[config.mk]
export PLATFORM = sky130hd
export DESIGN_NAME = tebs_ram
export DESIGN_NICKNAME = d
export VERILOG_FILES = /design/src/hdl/tebs_pkg.sv /design/src/hdl/tebs_ram.sv
export SDC_FILE = /design/constraint.sdc
export NUM_CORES = 2
export LEC_CHECK = 0
export BUFFER_PORTS_ARGS = -buffer_cell sky130_fd_sc_hd__buf_2
export CORE_ASPECT_RATIO = 0.9
export CORE_MARGIN = 5
export CORE_UTILIZATION = 45
export DETAILED_ROUTE_END_ITERATION = 16
export PLACE_DENSITY = 0.67
export SYNTH_ARGS = -nofsm -noshare
export SYNTH_HDL_FRONTEND = slang
export SYNTH_SLANG_ARGS = --single-unit
[constraint.sdc]
create_clock -name i_clk -period 6.85 [get_ports i_clk]
set_clock_uncertainty 0.2 [all_clocks]
set_input_delay 1.37 -clock i_clk [delete_from_list [all_inputs] [get_ports i_clk]]
set_output_delay 1.37 -clock i_clk [all_outputs]
set_load 0.005 [all_outputs]
[src/hdl/tebs_pkg.sv]
// ----------------------------------------------------------------------------
// tebs_pkg
// Shared constants and codes for the two-ended buffer sub-allocator.
// ----------------------------------------------------------------------------
package tebs_pkg;

    localparam int ENTRIES_DEF   = 32;
    localparam int SIZE_BITS_DEF = 27;
    localparam int TOTAL_RESET   = 4194304;

    localparam logic [1:0] CMD_ALLOC = 2'd0;
    localparam logic [1:0] CMD_FREE  = 2'd1;

    typedef enum logic [1:0] {
        ST_OK        = 2'd0,
        ST_NO_ROOM   = 2'd1,
        ST_NOT_FOUND = 2'd2,
        ST_FULL      = 2'd3
    } t_status;

endpackage

[src/hdl/tebs_ram.sv]
// ----------------------------------------------------------------------------
// tebs_ram
// Table storage: one write port, one read port with registered read data.
// ----------------------------------------------------------------------------
module tebs_ram #(
    parameter int DEPTH = tebs_pkg::ENTRIES_DEF,
    parameter int WIDTH = 3 * tebs_pkg::SIZE_BITS_DEF
) (
    input  logic                     i_clk,
    input  logic                     i_we,
    input  logic [$clog2(DEPTH)-1:0] i_waddr,
    input  logic [WIDTH-1:0]         i_wdata,
    input  logic [$clog2(DEPTH)-1:0] i_raddr,
    output logic [WIDTH-1:0]         o_rdata
);

    logic [WIDTH-1:0] r_mem [DEPTH];

    always_ff @(posedge i_clk) begin
        if (i_we) begin
            r_mem[i_waddr] <= i_wdata;
        end
        o_rdata <= r_mem[i_raddr];
    end

endmodule

==> flow_summary.yaml <==
clocking:
  cts_buffers: 237
  path_clk_slew_ps: 60
  htreeDepth: 4
  cts_hold_buf: 0
  clkLatencyLatePin_ps: 840
  postCtsSetupBuffers: 0
  ctsResizeCount: 0
  cts_tree: "built"
  clock_path_buffers: 3
  cts_root_buffer: "clkbuf_16"
  clock_sinks: 2673
timing:
  min_period_over_period_pct: 56.93
  fmaxAchievable_mhz: 256.4
  setup-tns-final_ps: 0
  worst_slew_margin_rel_pct: 9.702
  final_hold_viol_count: 0
  tightest_slew_ps: 1354
  worst_slack_ps: 2950
  setup_viol: 0
  min_period_ps: 3900
  drv_slew: 0
  rsz0062_at_grt: "no"
placed_design:
  globalplace.congestion: 0.7453
  io_buffers: 173
  hpwlAfterDp_um: 123700
  dpl_worst_slack_ps: 2126
synth:
  ys_seq_elements: 2673
  syn-num-nets: 4825
  yosysSeqAreaShare_pct: 79.33
  synth_async_sr_flop_share_pct: 0
  synth_cell_types: 35
  synth-edff-count: 2592
  syn_inst: 4732
  syn_area_um2: 100200
  avgSynthCellArea_um2: 21.17
  synth_ff_type: "edfxtp_1"
  ys_warn_count: 0
routing:
  drtPass1Iterations: 5
  vias: 49280
  wl_per_cell_um: 31.13
  antenna_left: 0
  drt_iter0_drc: 6314
  drc: 0
  wl_um: 252500
  via_per_inst: 6.074
layout:
  nets: 5078
  layout-drive-gt1-share_pct: 19.42
  n_fill_cell: 17230
  area_growth_pct: 12.50
  fin_util_pct: 50.84
critical_path:
  worstPathArrival_ps: 4490
  r2r_end: "o_rdata[77]"
  rrSetupSlack_ps: 5050
  worstPathMaxFanout: 67
  cp-startpoint: "i_raddr[1]"
  cp-start-kind: "input port"
  worstReg2RegStart: "r_mem[15][77]"
  worst-setup-path-type: "input port to flip-flop"
  end_kind: "flip-flop"
  r2r_cells: 4
  critical_path_required_ps: 7440
worst_hold_path:
  holdPathEnd: "o_rdata[21]"
  min_from: "r_mem[20][21]"
  whs_path_depth: 4
  min_path_type: "flip-flop to flip-flop"
grt:
  grt_pass1_vias: 48730
  grt_usage_pct: 21.41
  grt_first_pass_wirelength_um: 358700
  grt_overflow: 0
  grt_max_degree: 144
  antenna_found_initial: 35
power_and_ir_drop:
  p_per_area_nw_per_um2: 293.2
  finalPower_mw: 33.04
  peakVddDrop_mv: 0.2580
  p_leak_nw: 36.60
run:
  cap_violations: 0
floorplanning:
  die_area_um2: 232100
  io_pins: 174
  die_y_um: 457.6
  die_x_um: 507.3
  std_cell_rows: 164
  start_util_pct: 45.19
  core_um2: 221600
outcome:
  run_status: "finished clean"
-- synth_stat cells (2+ instances only) --
cell type,instances,area share [%]
a21oi_1,18,0.090
a22o_1,51,0.45
a22oi_1,400,3.0
a2bb2oi_1,6,0.052
a31oi_1,54,0.34
a32oi_1,4,0.035
and2_1,8,0.050
buf_1,2,0.0075
buf_2,97,0.48
buf_4,29,0.22
buf_6,23,0.26
clkbuf_1,113,0.42
dfxtp_1,81,1.6
edfxtp_1,2592,78
mux2i_1,628,6.3
mux4_2,334,7.5
nand2_1,25,0.094
nand2b_1,2,0.012
nand3_1,150,0.75
nand3b_1,5,0.037
nand4_1,30,0.19
nor2_1,43,0.16
nor2_2,3,0.019
nor2b_1,13,0.081
nor3_1,4,0.020
o211ai_1,4,0.030
o21ai_1,4,0.020
or3b_2,2,0.017
-- layer usage --
metal	up-vias	routed length (um)	GRT usage [%]
li1	20360	-	-
met2	2487	121000	33.92
met4	12	8177	7.103
met5	-	70	0
met3	418	22210	4.284
met1	26010	101100	29.98
-- power by group --
part / internal [mW] / total, mW / leakage (nW) / switching [mW]
Sequential: 18.2 / 18.3 / 24.0 / 0.112
Clock: 7.44 / 13.2 / 3.81 / 5.78
Combinational: 0.540 / 1.52 / 8.76 / 0.981
-- how the worst max path moves through the flow --
stage | to | slack, ps | cells past startpoint
3_5_place_dp | o_rdata[25] | 2130 | 7
4_1_cts | o_rdata[25] | 3050 | 7
5_1_grt | o_rdata[36] | 2830 | 7
2_1_floorplan | r_mem[12][0] | 720 | 3
3_3_place_gp | o_rdata[16] | 2120 | 7
6_report | o_rdata[20] | 2950 | 6
-- state kept, by name, summed over array words and instances (netlist names) --
| register | cells |
|---|---|
| r_mem | 2592 |
| o_rdata | 81 |
-- through the flow --
step	instance area [um2]	instances	hold WS (ps)
after global routing	112700	8110	428.6
after floorplan	100200	4732	349.4
after detailed placement	104900	7651	376.4
after CTS	112700	8105	399.7
after global placement	104900	7651	380.3
final	112700	8113	387.5
-- kinds of logic (layout without fill, tap and decap cells) --
logic type / Yosys count / in the layout / synth area share (%)
DFF: 2673 / 2673 / 79.33
muxes: 962 / 962 / 13.79
AOI/OAI and AO/OA: 541 / 541 / 4.009
and+or+nand+nor: 290 / 290 / 1.469
buffers and inverters: 266 / 734 / 1.400
other: 0 / 8 / 0
-- worst max-delay path, stage by stage --
cell and delay (ps):
buf_6 470, nor2b_4 600, and2_2 950, buf_4 540, a22oi_1 210, nand3_1 150
-- layout by cell type, fill, tap and decap left out, types with 3 or more instances in the layout --
cell       count
edfxtp_1    2592
mux2i_1      628
a22oi_1      400
mux4_2       334
clkbuf_16    241
buf_2        169
nand3_1      150
dfxtp_1       81
clkbuf_1      74
buf_4         68
a31oi_1       54
a22o_1        51
clkinv_2      41
clkinv_1      40
buf_12        39
nor2_4        35
nand4_1       30
clkbuf_8      26
nand2_1       25
a21oi_1       18
bufinv_16     18
diode_2        8
nor2b_4        6
and2_1         6
nor2_2         6
nor2b_1        6
a2bb2oi_1      6
inv_6          6
nor2_1         5
nand3b_1       5
o21ai_1        4
o211ai_1       4
a32oi_1        4
nor3_1         3
clkinv_8       3
-- layout make-up --
type / count / area [um2] / area share (%)
Tap cell: 2905 / 3635 / 3.226
Inverter: 1 / 3.754 / 0.003331
Multi-Input combinational cell: 1793 / 19630 / 17.42
Sequential cell: 2673 / 79460 / 70.52
Antenna cell: 8 / 20.02 / 0.01777
Timing Repair Buffer: 279 / 2178 / 1.933
Clock inverter: 113 / 1086 / 0.9639
Clock buffer: 341 / 6666 / 5.916
(Power assumes the default switching activity.)
